--- config.mk ---
export PLATFORM = sky130hd
export DESIGN_NAME = ws2812_pulse_serializer
export DESIGN_NICKNAME = d
export VERILOG_FILES = /design/src/rtl/core/ws2812_pkg.sv /design/src/rtl/core/ws2812_cfg_regs.sv /design/src/rtl/core/ws2812_pulse_sel.sv /design/src/rtl/core/ws2812_seq.sv /design/src/rtl/core/ws2812_pulse_serializer.sv
export SDC_FILE = /design/constraint.sdc
export NUM_CORES = 1
export LEC_CHECK = 0
export CORE_MARGIN = 10
export CORE_UTILIZATION = 60
export CTS_BUF_LIST = sky130_fd_sc_hd__clkbuf_4 sky130_fd_sc_hd__clkbuf_8 sky130_fd_sc_hd__clkbuf_16
export DETAILED_ROUTE_END_ITERATION = 12
export DONT_BUFFER_PORTS = 1
export PLACE_DENSITY = 0.8
export REMOVE_ABC_BUFFERS = 1
export SYNTH_ARGS = -nofsm -noshare
export SYNTH_HDL_FRONTEND = slang
export SYNTH_HIERARCHICAL = 1
export SYNTH_SLANG_ARGS = --single-unit
--- constraint.sdc ---
create_clock -name clk_i -period 6.1 [get_ports clk_i]
set_clock_uncertainty 0.2 [all_clocks]
set_input_delay 1.22 -clock clk_i [delete_from_list [all_inputs] [get_ports clk_i]]
set_output_delay 1.22 -clock clk_i [all_outputs]
set_load 0.01 [all_outputs]
--- src/rtl/core/ws2812_pkg.sv ---
// shared types, register codes and reset values for the led pulse serializer
package ws2812_pkg;

  localparam int unsigned TickW        = 16;
  localparam int unsigned ByteW        = 8;
  localparam int unsigned BitsPerColor = 8;
  localparam int unsigned NumColorsDef = 3;
  localparam int unsigned CfgAddrW     = 3;

  typedef enum logic [CfgAddrW-1:0] {
    REG_ZERO_HIGH  = 3'd0,
    REG_ONE_HIGH   = 3'd1,
    REG_ZERO_LOW   = 3'd2,
    REG_ONE_LOW    = 3'd3,
    REG_LATCH_HIGH = 3'd4,
    REG_LATCH_LOW  = 3'd5
  } cfg_reg_e;

  localparam logic [TickW-1:0] ZeroHighRst  = 16'd2;
  localparam logic [TickW-1:0] OneHighRst   = 16'd7;
  localparam logic [TickW-1:0] ZeroLowRst   = 16'd49;
  localparam logic [TickW-1:0] OneLowRst    = 16'd49;
  localparam logic [TickW-1:0] LatchHighRst = 16'd7;
  localparam logic [TickW-1:0] LatchLowRst  = 16'd100;

  typedef struct packed {
    logic [TickW-1:0] zero_high;
    logic [TickW-1:0] one_high;
    logic [TickW-1:0] zero_low;
    logic [TickW-1:0] one_low;
    logic [TickW-1:0] latch_high;
    logic [TickW-1:0] latch_low;
  } cfg_t;

  // what kind of pulse the sequencer asks for
  typedef struct packed {
    logic bit_value;
    logic is_latch;
  } pulse_req_t;

  typedef struct packed {
    logic [TickW-1:0] high_ticks;
    logic [TickW-1:0] low_ticks;
  } pulse_ticks_t;

endpackage

--- src/rtl/core/ws2812_cfg_regs.sv ---
// timing register file written over the configuration channel
module ws2812_cfg_regs (
  input  logic                          clk_i,
  input  logic                          rst_ni,
  input  logic                          cfg_valid_i,
  output logic                          cfg_ready_o,
  input  logic [ws2812_pkg::CfgAddrW-1:0] cfg_addr_i,
  input  logic [ws2812_pkg::TickW-1:0]  cfg_data_i,
  output ws2812_pkg::cfg_t              cfg_o
);
  import ws2812_pkg::*;

  cfg_t cfg_q;

  assign cfg_ready_o = 1'b1;
  assign cfg_o       = cfg_q;

  always_ff @(posedge clk_i or negedge rst_ni) begin
    if (!rst_ni) begin
      cfg_q.zero_high  <= ZeroHighRst;
      cfg_q.one_high   <= OneHighRst;
      cfg_q.zero_low   <= ZeroLowRst;
      cfg_q.one_low    <= OneLowRst;
      cfg_q.latch_high <= LatchHighRst;
      cfg_q.latch_low  <= LatchLowRst;
    end else if (cfg_valid_i) begin
      case (cfg_reg_e'(cfg_addr_i))
        REG_ZERO_HIGH:  cfg_q.zero_high  <= cfg_data_i;
        REG_ONE_HIGH:   cfg_q.one_high   <= cfg_data_i;
        REG_ZERO_LOW:   cfg_q.zero_low   <= cfg_data_i;
        REG_ONE_LOW:    cfg_q.one_low    <= cfg_data_i;
        REG_LATCH_HIGH: cfg_q.latch_high <= cfg_data_i;
        REG_LATCH_LOW:  cfg_q.latch_low  <= cfg_data_i;
        default: ;
      endcase
    end
  end

endmodule

--- src/rtl/core/ws2812_pulse_sel.sv ---
// shared pulse timing selector, used once per emitted record
module ws2812_pulse_sel (
  input  ws2812_pkg::cfg_t         cfg_i,
  input  ws2812_pkg::pulse_req_t   req_i,
  output ws2812_pkg::pulse_ticks_t ticks_o
);
  import ws2812_pkg::*;

  always_comb begin
    if (req_i.is_latch) begin
      ticks_o.high_ticks = cfg_i.latch_high;
      ticks_o.low_ticks  = cfg_i.latch_low;
    end else if (req_i.bit_value) begin
      ticks_o.high_ticks = cfg_i.one_high;
      ticks_o.low_ticks  = cfg_i.one_low;
    end else begin
      ticks_o.high_ticks = cfg_i.zero_high;
      ticks_o.low_ticks  = cfg_i.zero_low;
    end
  end

endmodule

--- src/rtl/core/ws2812_seq.sv ---
// bit sequencer: shift register, record counter and output register
module ws2812_seq #(
  parameter int unsigned NumColors = ws2812_pkg::NumColorsDef
) (
  input  logic                           clk_i,
  input  logic                           rst_ni,
  input  logic                           s_valid_i,
  output logic                           s_ready_o,
  input  logic [ws2812_pkg::ByteW-1:0]   red_i,
  input  logic [ws2812_pkg::ByteW-1:0]   green_i,
  input  logic [ws2812_pkg::ByteW-1:0]   blue_i,
  output ws2812_pkg::pulse_req_t         req_o,
  input  ws2812_pkg::pulse_ticks_t       ticks_i,
  output logic                           m_valid_o,
  input  logic                           m_ready_i,
  output ws2812_pkg::pulse_ticks_t       m_ticks_o,
  output logic                           m_bit_o,
  output logic                           m_latch_o
);
  import ws2812_pkg::*;

  localparam int unsigned NumBits = NumColors * BitsPerColor;
  localparam int unsigned CntW    = $clog2(NumBits + 1);
  localparam logic [CntW-1:0] LatchCnt = CntW'(NumBits);

  typedef enum logic {
    ST_IDLE,
    ST_RUN
  } state_e;

  state_e             state_q;
  logic [NumBits-1:0] sreg_q;
  logic [CntW-1:0]    cnt_q;
  logic               m_valid_q;
  pulse_ticks_t       m_ticks_q;
  logic               m_bit_q;
  logic               m_latch_q;

  logic [4*ByteW-1:0] load_full;
  logic               emit;
  logic               at_latch;

  // grb order, an optional fourth byte goes out as zero
  assign load_full = {green_i, red_i, blue_i, {ByteW{1'b0}}};

  assign at_latch       = (cnt_q == LatchCnt);
  assign emit           = (state_q == ST_RUN) && (!m_valid_q || m_ready_i);
  assign req_o.is_latch = at_latch;
  assign req_o.bit_value = !at_latch && sreg_q[NumBits-1];

  assign s_ready_o = (state_q == ST_IDLE);
  assign m_valid_o = m_valid_q;
  assign m_ticks_o = m_ticks_q;
  assign m_bit_o   = m_bit_q;
  assign m_latch_o = m_latch_q;

  always_ff @(posedge clk_i or negedge rst_ni) begin
    if (!rst_ni) begin
      state_q   <= ST_IDLE;
      sreg_q    <= '0;
      cnt_q     <= '0;
      m_valid_q <= 1'b0;
      m_ticks_q <= '0;
      m_bit_q   <= 1'b0;
      m_latch_q <= 1'b0;
    end else begin
      if (m_valid_q && m_ready_i && !emit) begin
        m_valid_q <= 1'b0;
      end
      case (state_q)
        ST_IDLE: begin
          if (s_valid_i) begin
            sreg_q  <= load_full[4*ByteW-1 -: NumBits];
            cnt_q   <= '0;
            state_q <= ST_RUN;
          end
        end
        ST_RUN: begin
          if (emit) begin
            m_valid_q <= 1'b1;
            m_ticks_q <= ticks_i;
            m_bit_q   <= req_o.bit_value;
            m_latch_q <= at_latch;
            if (at_latch) begin
              cnt_q   <= '0;
              state_q <= ST_IDLE;
            end else begin
              sreg_q <= {sreg_q[NumBits-2:0], 1'b0};
              cnt_q  <= cnt_q + 1'b1;
            end
          end
        end
        default: state_q <= ST_IDLE;
      endcase
    end
  end

  a_cnt_range: assert property (@(posedge clk_i) disable iff (!rst_ni)
    cnt_q <= LatchCnt)
    else $error("record counter past latch position");

  a_start_clean: assert property (@(posedge clk_i) disable iff (!rst_ni)
    s_valid_i && s_ready_o |=> state_q == ST_RUN && cnt_q == '0)
    else $error("new item did not start at record zero");

  a_latch_ends: assert property (@(posedge clk_i) disable iff (!rst_ni)
    emit && at_latch |=> state_q == ST_IDLE && m_latch_q && !m_bit_q)
    else $error("latch record did not end the item");

  a_idle_cnt: assert property (@(posedge clk_i) disable iff (!rst_ni)
    state_q == ST_IDLE |-> cnt_q == '0)
    else $error("counter not cleared while idle");

endmodule

--- src/rtl/core/ws2812_pulse_serializer.sv ---
// top level: one rgb color in, NUM_COLORS*8+1 pulse records out, one per cycle while the sink is ready
// the first record is registered from the run state that the accepted item enters
// no new color is taken until the latch record of the last one has been emitted;
//   the bit sequencer emits one record a cycle, while the sink is ready, through the shared timing selector
// reset: rst_ni async active low; idle, output empty, timing registers at defaults
module ws2812_pulse_serializer #(
  parameter int unsigned NUM_COLORS = ws2812_pkg::NumColorsDef
) (
  input  logic        clk_i,
  input  logic        rst_ni,
  input  logic        s_axis_tvalid,
  output logic        s_axis_tready,
  input  logic [23:0] s_axis_tdata,   // red[7:0], green[15:8], blue[23:16]
  output logic        m_axis_tvalid,
  input  logic        m_axis_tready,
  output logic [39:0] m_axis_tdata,   // high_ticks[15:0], low_ticks[31:16], bit_value[32], pad
  output logic        m_axis_tlast,
  output logic        m_axis_tuser,   // is_latch[0]
  input  logic        cfg_valid_i,
  output logic        cfg_ready_o,
  input  logic [ws2812_pkg::CfgAddrW-1:0] cfg_addr_i,
  input  logic [ws2812_pkg::TickW-1:0]    cfg_data_i
);
  import ws2812_pkg::*;

  cfg_t         cfg;
  pulse_req_t   req;
  pulse_ticks_t ticks;
  pulse_ticks_t m_ticks;
  logic         m_bit;
  logic         m_latch;

  ws2812_cfg_regs u_cfg (
    .clk_i      (clk_i),
    .rst_ni     (rst_ni),
    .cfg_valid_i(cfg_valid_i),
    .cfg_ready_o(cfg_ready_o),
    .cfg_addr_i (cfg_addr_i),
    .cfg_data_i (cfg_data_i),
    .cfg_o      (cfg)
  );

  ws2812_pulse_sel u_sel (
    .cfg_i  (cfg),
    .req_i  (req),
    .ticks_o(ticks)
  );

  ws2812_seq #(
    .NumColors(NUM_COLORS)
  ) u_seq (
    .clk_i    (clk_i),
    .rst_ni   (rst_ni),
    .s_valid_i(s_axis_tvalid),
    .s_ready_o(s_axis_tready),
    .red_i    (s_axis_tdata[7:0]),
    .green_i  (s_axis_tdata[15:8]),
    .blue_i   (s_axis_tdata[23:16]),
    .req_o    (req),
    .ticks_i  (ticks),
    .m_valid_o(m_axis_tvalid),
    .m_ready_i(m_axis_tready),
    .m_ticks_o(m_ticks),
    .m_bit_o  (m_bit),
    .m_latch_o(m_latch)
  );

  assign m_axis_tdata = {7'b0, m_bit, m_ticks.low_ticks, m_ticks.high_ticks};
  assign m_axis_tlast = m_latch;
  assign m_axis_tuser = m_latch;

endmodule
==> results.py, run 1 <==
metrics = {
    "power_and_ir_drop": {
        "power_uw": 3310,
        "p_comb_frac": 0.186,
        "p_per_area_nw_per_um2": 415,
        "p_int_uw": 2370,
        "total_leakage_power_uw": 0.00349,
        "power.share.clock": 0.327,
        "pwr-share-seq": 0.487,
        "ir_worst_vdd_mv": 0.268,
        "swShare": 0.283,
        "netSwitchingPower_uw": 938,
    },
    "sta": {
        "slew_violations": 0,
        "slew_headroom": 0.156,
        "timing.fmax_ghz": 0.350,
        "finalHoldViolCount": 0,
        "tns_ns": 0,
        "period_share": 0.468,
        "rsz0062_at_grt": "false",
        "period_needed_ns": 2.86,
        "tightest_slew_ns": 1.26,
        "finalSetupViolCount": 0,
    },
    "routing": {
        "firstDrtPassIters": 4,
        "post-route-drc-count": 0,
        "ant_nets": 0,
        "drt_iter0_markers": 485,
        "drt_wl_total_mm": 15.2,
        "via_per_inst": 5.79,
        "wl_per_cell_um": 18.6,
        "vias": 4732,
    },
    "synth": {
        "synth_area_per_cell_sq_um": 11.4,
        "synth-seq-cells": 161,
        "yosys_warnings": 6,
        "yosysSeqAreaShare": 0.538,
        "synth_cell_type_count": 42,
        "syn_inst": 663,
        "synth_area_sq_um": 7530,
    },
    "flow_run": {
        "drv_cap": 0,
    },
    "setup_path": {
        "cp_slowest_cell": "buf_4",
        "r2r_slack_ns": 3.40,
        "critPathLaunchType": "flip-flop",
        "cp_cell_sequence": "buf_4 > inv_1",
        "worst_setup_path_end_kind": "primary output",
        "crit-reg2reg-launch": "u_seq/cnt_q[0]$_DFFE_PN0P_",
        "slowest_delay_ns": 0.42,
        "path_delay_family": "buffers and inverters",
        "cp_num_buf_inv": 2,
        "worst-setup-path-type": "reg2out",
        "crit_arrival_ns": 1.44,
        "cp_max_fo": 53,
        "required_ns": 4.68,
        "critical_path.startpoint": "u_seq/state_q$_DFF_PN0_",
    },
    "place": {
        "portBuffers": 0,
        "post-dp-hpwl_mm": 9.38,
        "gp_congestion": 0.739,
    },
    "global_route": {
        "antenna_found_initial": 0,
        "grt_pass1_vias": 4939,
        "grt_usage": 0.177,
        "grt_max_degree": 162,
        "overflow": 0,
        "grt_pass1_wl_mm": 25.2,
    },
    "die": {
        "dieHeight_um": 132,
        "io_pins": 93,
        "die_x_um": 132,
        "rows": 40,
        "start_util": 0.619,
        "core_region_area_sq_um": 12200,
        "die_area_sq_um": 17400,
    },
    "status": {
        "status": "completed",
    },
    "clocking": {
        "cts_buffers": 17,
        "clockBufferDepth": 2,
        "cts_setup_buffers": 0,
        "cts_tree": "yes",
        "path_clk_slew_ns": 0.06,
        "cts_htree_levels": 4,
        "clock_latency_ns": 0.42,
        "hold_buffers": 0,
        "cts.sinks": 161,
        "cts-root-buf": "clkbuf_16",
        "cts-resized-gates": 0,
    },
    "finish": {
        "utilization": 0.655,
        "multi_input_area_sq_um": 3070,
        "n_fill_cell": 925,
        "fin_nets": 687,
        "area_growth_pct": 5.83,
        "regArea_sq_um": 4050,
        "layout-drive-gt1-share": 0.247,
        "antennaDiodeCount": 0,
    },
    "hold_path": {
        "hold_class": "in2async",
    },
}
## registers in the layout, indices dropped and copies added, names as in the netlist
name / flops
u_seq/m_valid_o: 1
u_seq/sreg_q: 24
u_seq/cnt_q: 5
u_seq/state_q: 1
u_seq/m_latch_o: 1
u_seq/m_ticks_o: 32
u_seq/m_bit_o: 1
u_cfg/cfg_o: 96
## cell usage after synthesis, drive strengths merged
cell type	n	area, sq um
nand2	176	668
dfrtp	145	3630
mux2	98	1100
buf	49	398
o21ai	36	188
mux2i	33	330
a211oi	22	165
a31oi	22	138
nor2b	22	138
dfstp	16	420
nor2	6	46.3
clkbuf	4	15.0
inv	4	20.0
nand3	4	20.0
a21oi	3	15.0
and4bb	3	37.5
nand4b	3	53.8
a22o	2	17.5
and2	2	12.5
conb	2	7.51
ha	2	25.0
nor3	2	10.0
a21o	1	7.51
a221o	1	10.0
and2b	1	10.0
nand2b	1	6.26
nor4b	1	23.8
o22a	1	8.76
xnor2	1	8.76
## layout by cell type, fill, tap and decap left out, types with 6 or more instances in the layout
cell       instances
mux2i_1           33
o21ai_0            6
conb_1             8
o21ai_1           28
clkbuf_16         17
nor2b_1           22
dfrtp_1          145
nand2_1          175
dfstp_2           16
a211oi_1          22
mux2_2            97
a31oi_1           22
## final timing paths
check	endpoint	cells after the start
hold reg to reg	u_cfg/cfg_o[22]$_DFFE_PN0P_	1
setup reg to reg	u_seq/m_ticks_o[20]$_DFFE_PN0P_	8
setup / recovery	s_axis_tready	2
min in group clk_i	u_cfg/cfg_o[22]$_DFFE_PN0P_	1
hold / removal	u_seq/sreg_q[6]$_DFFE_PN0P_	0
max in group asynchronous	u_cfg/cfg_o[17]$_DFFE_PN1P_	0
## layer usage
| metal | global-route usage | share of wire | routed length [um] | vias to the layer above |
|---|---|---|---|---|
| met5 | 0 | 0 | 0 | - |
| met4 | 0.0550 | 0.0091 | 139 | 0 |
| met3 | 0.0675 | 0.079 | 1210 | 10 |
| met2 | 0.290 | 0.50 | 7530 | 112 |
| met1 | 0.209 | 0.42 | 6320 | 2414 |
| li1 | - | - | - | 2196 |
## through the flow
stage	area (sq um)	hold slack [ns]	std cells	worst slack, ns
after floorplan	7140	0.257	616	3.29
after global placement	7370	0.274	786	3.13
after detailed placement	7370	0.284	786	3.10
after CTS	7970	0.281	817	3.24
after global routing	7970	0.279	817	3.13
final	7970	0.298	817	3.24
## power groups by stage
stage / Sequential, uW / Clock [uW] / Combinational, uW
after floorplan: 1570 / 0 / 514
after global placement: 1610 / 0 / 584
after detailed placement: 1630 / 0 / 613
after CTS: 1620 / 1100 / 622
after global routing: 1650 / 1140 / 690
final: 1610 / 1080 / 616
## cell type report
class	instances	share of cell area
inverter	4	0.00251
clock inverter	9	0.0168
tap	168	0.0264
clock buffer	22	0.0589
multi-input combinational	451	0.386
timing repair buffer	2	0.00188
sequential	161	0.508
## worst register-to-register path: stages (launching register included)
cell,delay [ns]
dfrtp_1,0.39
inv_1,0.09
ha_1,0.23
nand4b_4,0.16
and2_2,0.91
mux2i_1,0.35
o21ai_1,0.11
nand2_1,0.09
nand2_1,0.06
## logic make-up after synthesis
family                     Yosys count  synth area share
buffers and inverters               57            0.0575
DFF                                161             0.538
adders and majority gates            2           0.00332
other                                2          0.000997
AOI/OAI and AO/OA                   88            0.0729
muxes                              131             0.190
and+or+nand+nor                    221             0.136
xor gates and xnor gates             1           0.00116
Note: power is estimated with default switching activity, not from simulation.
==> run 2: changes to the inputs <==
==> constraint.sdc (replaced) <==
create_clock -name clk_i -period 2.7 [get_ports clk_i]
set_clock_uncertainty 0.2 [all_clocks]
set_input_delay 0.54 -clock clk_i [delete_from_list [all_inputs] [get_ports clk_i]]
set_output_delay 0.54 -clock clk_i [all_outputs]
set_load 0.01 [all_outputs]
==> run 2 against run 1 <==
The run now ends with negative hold slack left. Global-route usage is 0.94 points higher. Wire length is 3.6% higher. Via count is 2.3% higher. Clock power is 150% higher. Core utilization is 1.1 points higher. Final cell count is 0.98% higher. Register-to-register slack worse by 3.2 ns. Die area stayed put. Critical endpoint is now u_seq/m_ticks_o[7]$_DFFE_PN0P_. Highest routed layer unchanged.
==> results.py, run 2 (synthesis gave the netlist of run 1 again) <==
metrics = {
    "finish": {
        "final_common_cell": "nand2_1",
        "multi_input_area_sq_um": 3070,
        "area_growth_pct": 7.64,
        "regArea_sq_um": 4050,
        "mostFrequentLayoutCells": "nand2_1, dfrtp_1, mux2_2",
        "fin_nets": 694,
        "layout-drive-gt1-share": 0.256,
        "antennaDiodeCount": 0,
        "utilization": 0.667,
        "n_fill_cell": 904,
        "largest_reg_flops": 96,
    },
    "place": {
        "post-dp-hpwl_mm": 9.81,
        "gp_congestion": 0.727,
        "portBuffers": 0,
        "dp_slack_ns": 0.236,
    },
    "setup_path": {
        "required_ns": 2.81,
        "crit_arrival_ns": 2.63,
        "worst_setup_path_end_kind": "flip-flop",
        "cp_cell_sequence": "inv_1 > ha_1 > nand4b_4 > and2_2 > buf_4 > mux2i_1 > o21ai_2 > nand2_1 > nand2_1",
        "crit_top_cell": "nand2_1",
        "cp_slowest_cell": "and2_2",
        "slowest_delay_ns": 0.49,
        "worst-setup-path-type": "reg2reg",
        "cp_max_fo": 15,
        "critPathLaunchType": "flip-flop",
    },
    "routing": {
        "via_per_inst": 5.87,
        "drt_iter0_markers": 444,
        "vias": 4843,
        "firstDrtPassIters": 5,
        "drt_wl_total_mm": 15.7,
        "wl_per_cell_um": 19.1,
        "ant_nets": 0,
        "post-route-drc-count": 0,
    },
    "global_route": {
        "antenna_found_initial": 0,
        "grt_max_degree": 162,
        "grt_usage": 0.186,
        "grt_pass1_vias": 5068,
        "grt_pass1_wl_mm": 26.5,
        "overflow": 0,
    },
    "sta": {
        "finalHoldWorstSlack_ns": -0.387,
        "finalHoldViolCount": 161,
        "rsz0062_at_grt": "false",
        "tightest_slew_ns": 0.698,
        "finalSetupViolCount": 0,
        "period_needed_ns": 2.53,
        "tns_ns": 0,
        "slew_violations": 0,
        "timing.fmax_ghz": 0.396,
        "period_share": 0.936,
        "worst_slack_ns": 0.174,
        "slew_headroom": 0.533,
    },
    "clocking": {
        "cts_buffers": 17,
        "cts_htree_levels": 4,
        "clockBufferDepth": 2,
        "cts_tree": "yes",
        "cts-root-buf": "clkbuf_16",
        "cts.sinks": 161,
        "path_clk_slew_ns": 0.06,
        "cts-resized-gates": 0,
        "clock_latency_ns": 0.42,
        "cts_setup_buffers": 0,
    },
    "die": {
        "dieHeight_um": 132,
        "die_x_um": 132,
        "die_area_sq_um": 17400,
        "start_util": 0.619,
        "io_pins": 93,
        "rows": 40,
        "core_region_area_sq_um": 12200,
    },
    "status": {
        "violations": "negative hold slack",
        "status": "finished with violations",
    },
    "hold_path": {
        "hold_class": "in2async",
    },
    "flow_run": {
        "drv_cap": 0,
    },
    "power_and_ir_drop": {
        "total_leakage_power_uw": 0.00355,
        "p_per_area_nw_per_um2": 955,
        "ir_worst_vdd_mv": 0.553,
        "power_uw": 7740,
    },
}
-- run 2: where the power goes --
part / leakage, uW / total (uW) / switching (uW) / internal [uW]
sequential: 0.00196 / 3650 / 537 / 3110
combinational: 0.00128 / 1430 / 676 / 759
clock: 0.000321 / 2660 / 953 / 1710
total: 0.00355 / 7740 / 2170 / 5580
-- run 2: metrics by stage --
| step | std cells | area (sq um) |
|---|---|---|
| detailed placement | 793 | 7450 |
| CTS | 825 | 8110 |
| finish | 825 | 8110 |
| global route | 825 | 8110 |
| global placement | 793 | 7450 |
| floorplan | 616 | 7140 |
-- run 2: final cells by class --
type                            count  area share
Tap cell                          168      0.0259
Timing Repair Buffer                9      0.0114
Multi-Input combinational cell    451       0.379
Sequential cell                   161       0.499
Inverter                            4     0.00247
Clock buffer                       20      0.0568
Clock inverter                     12      0.0248
-- run 2: worst paths after layout --
path / slack, ns / cells past startpoint / start / end
worst max-delay path: 0.17 / 9 / u_seq/cnt_q[0]$_DFFE_PN0P_ / u_seq/m_ticks_o[7]$_DFFE_PN0P_
worst min-delay path: -0.39 / 0 / rst_ni / u_seq/sreg_q[5]$_DFFE_PN0P_
worst max register to register: 0.17 / 9 / u_seq/cnt_q[0]$_DFFE_PN0P_ / u_seq/m_ticks_o[7]$_DFFE_PN0P_
worst min register to register: 0.30 / 1 / u_cfg/cfg_o[82]$_DFFE_PN0P_ / u_cfg/cfg_o[82]$_DFFE_PN0P_
max in group asynchronous: 2.33 / 0 / rst_ni / u_cfg/cfg_o[2]$_DFFE_PN1P_
min in group clk_i: 0.05 / 1 / cfg_data_i[2] / u_cfg/cfg_o[82]$_DFFE_PN0P_
-- run 2: metal layers --
metal / vias to the layer above / track usage / share of wire
met5: - / 0 / 0
met1: 2458 / 0.226 / 0.41
li1: 2226 / - / -
met3: 19 / 0.0640 / 0.084
met4: 0 / 0.0661 / 0.011
met2: 140 / 0.301 / 0.49
-- run 2: critical path: cells and delay by family, from the launching register on --
family / cells / cell delay, ns
and+or+nand+nor: 4 / 0.79
DFF: 1 / 0.39
buffers and inverters: 2 / 0.38
muxes: 1 / 0.32
adders and majority gates: 1 / 0.24
AOI/OAI and AO/OA: 1 / 0.10
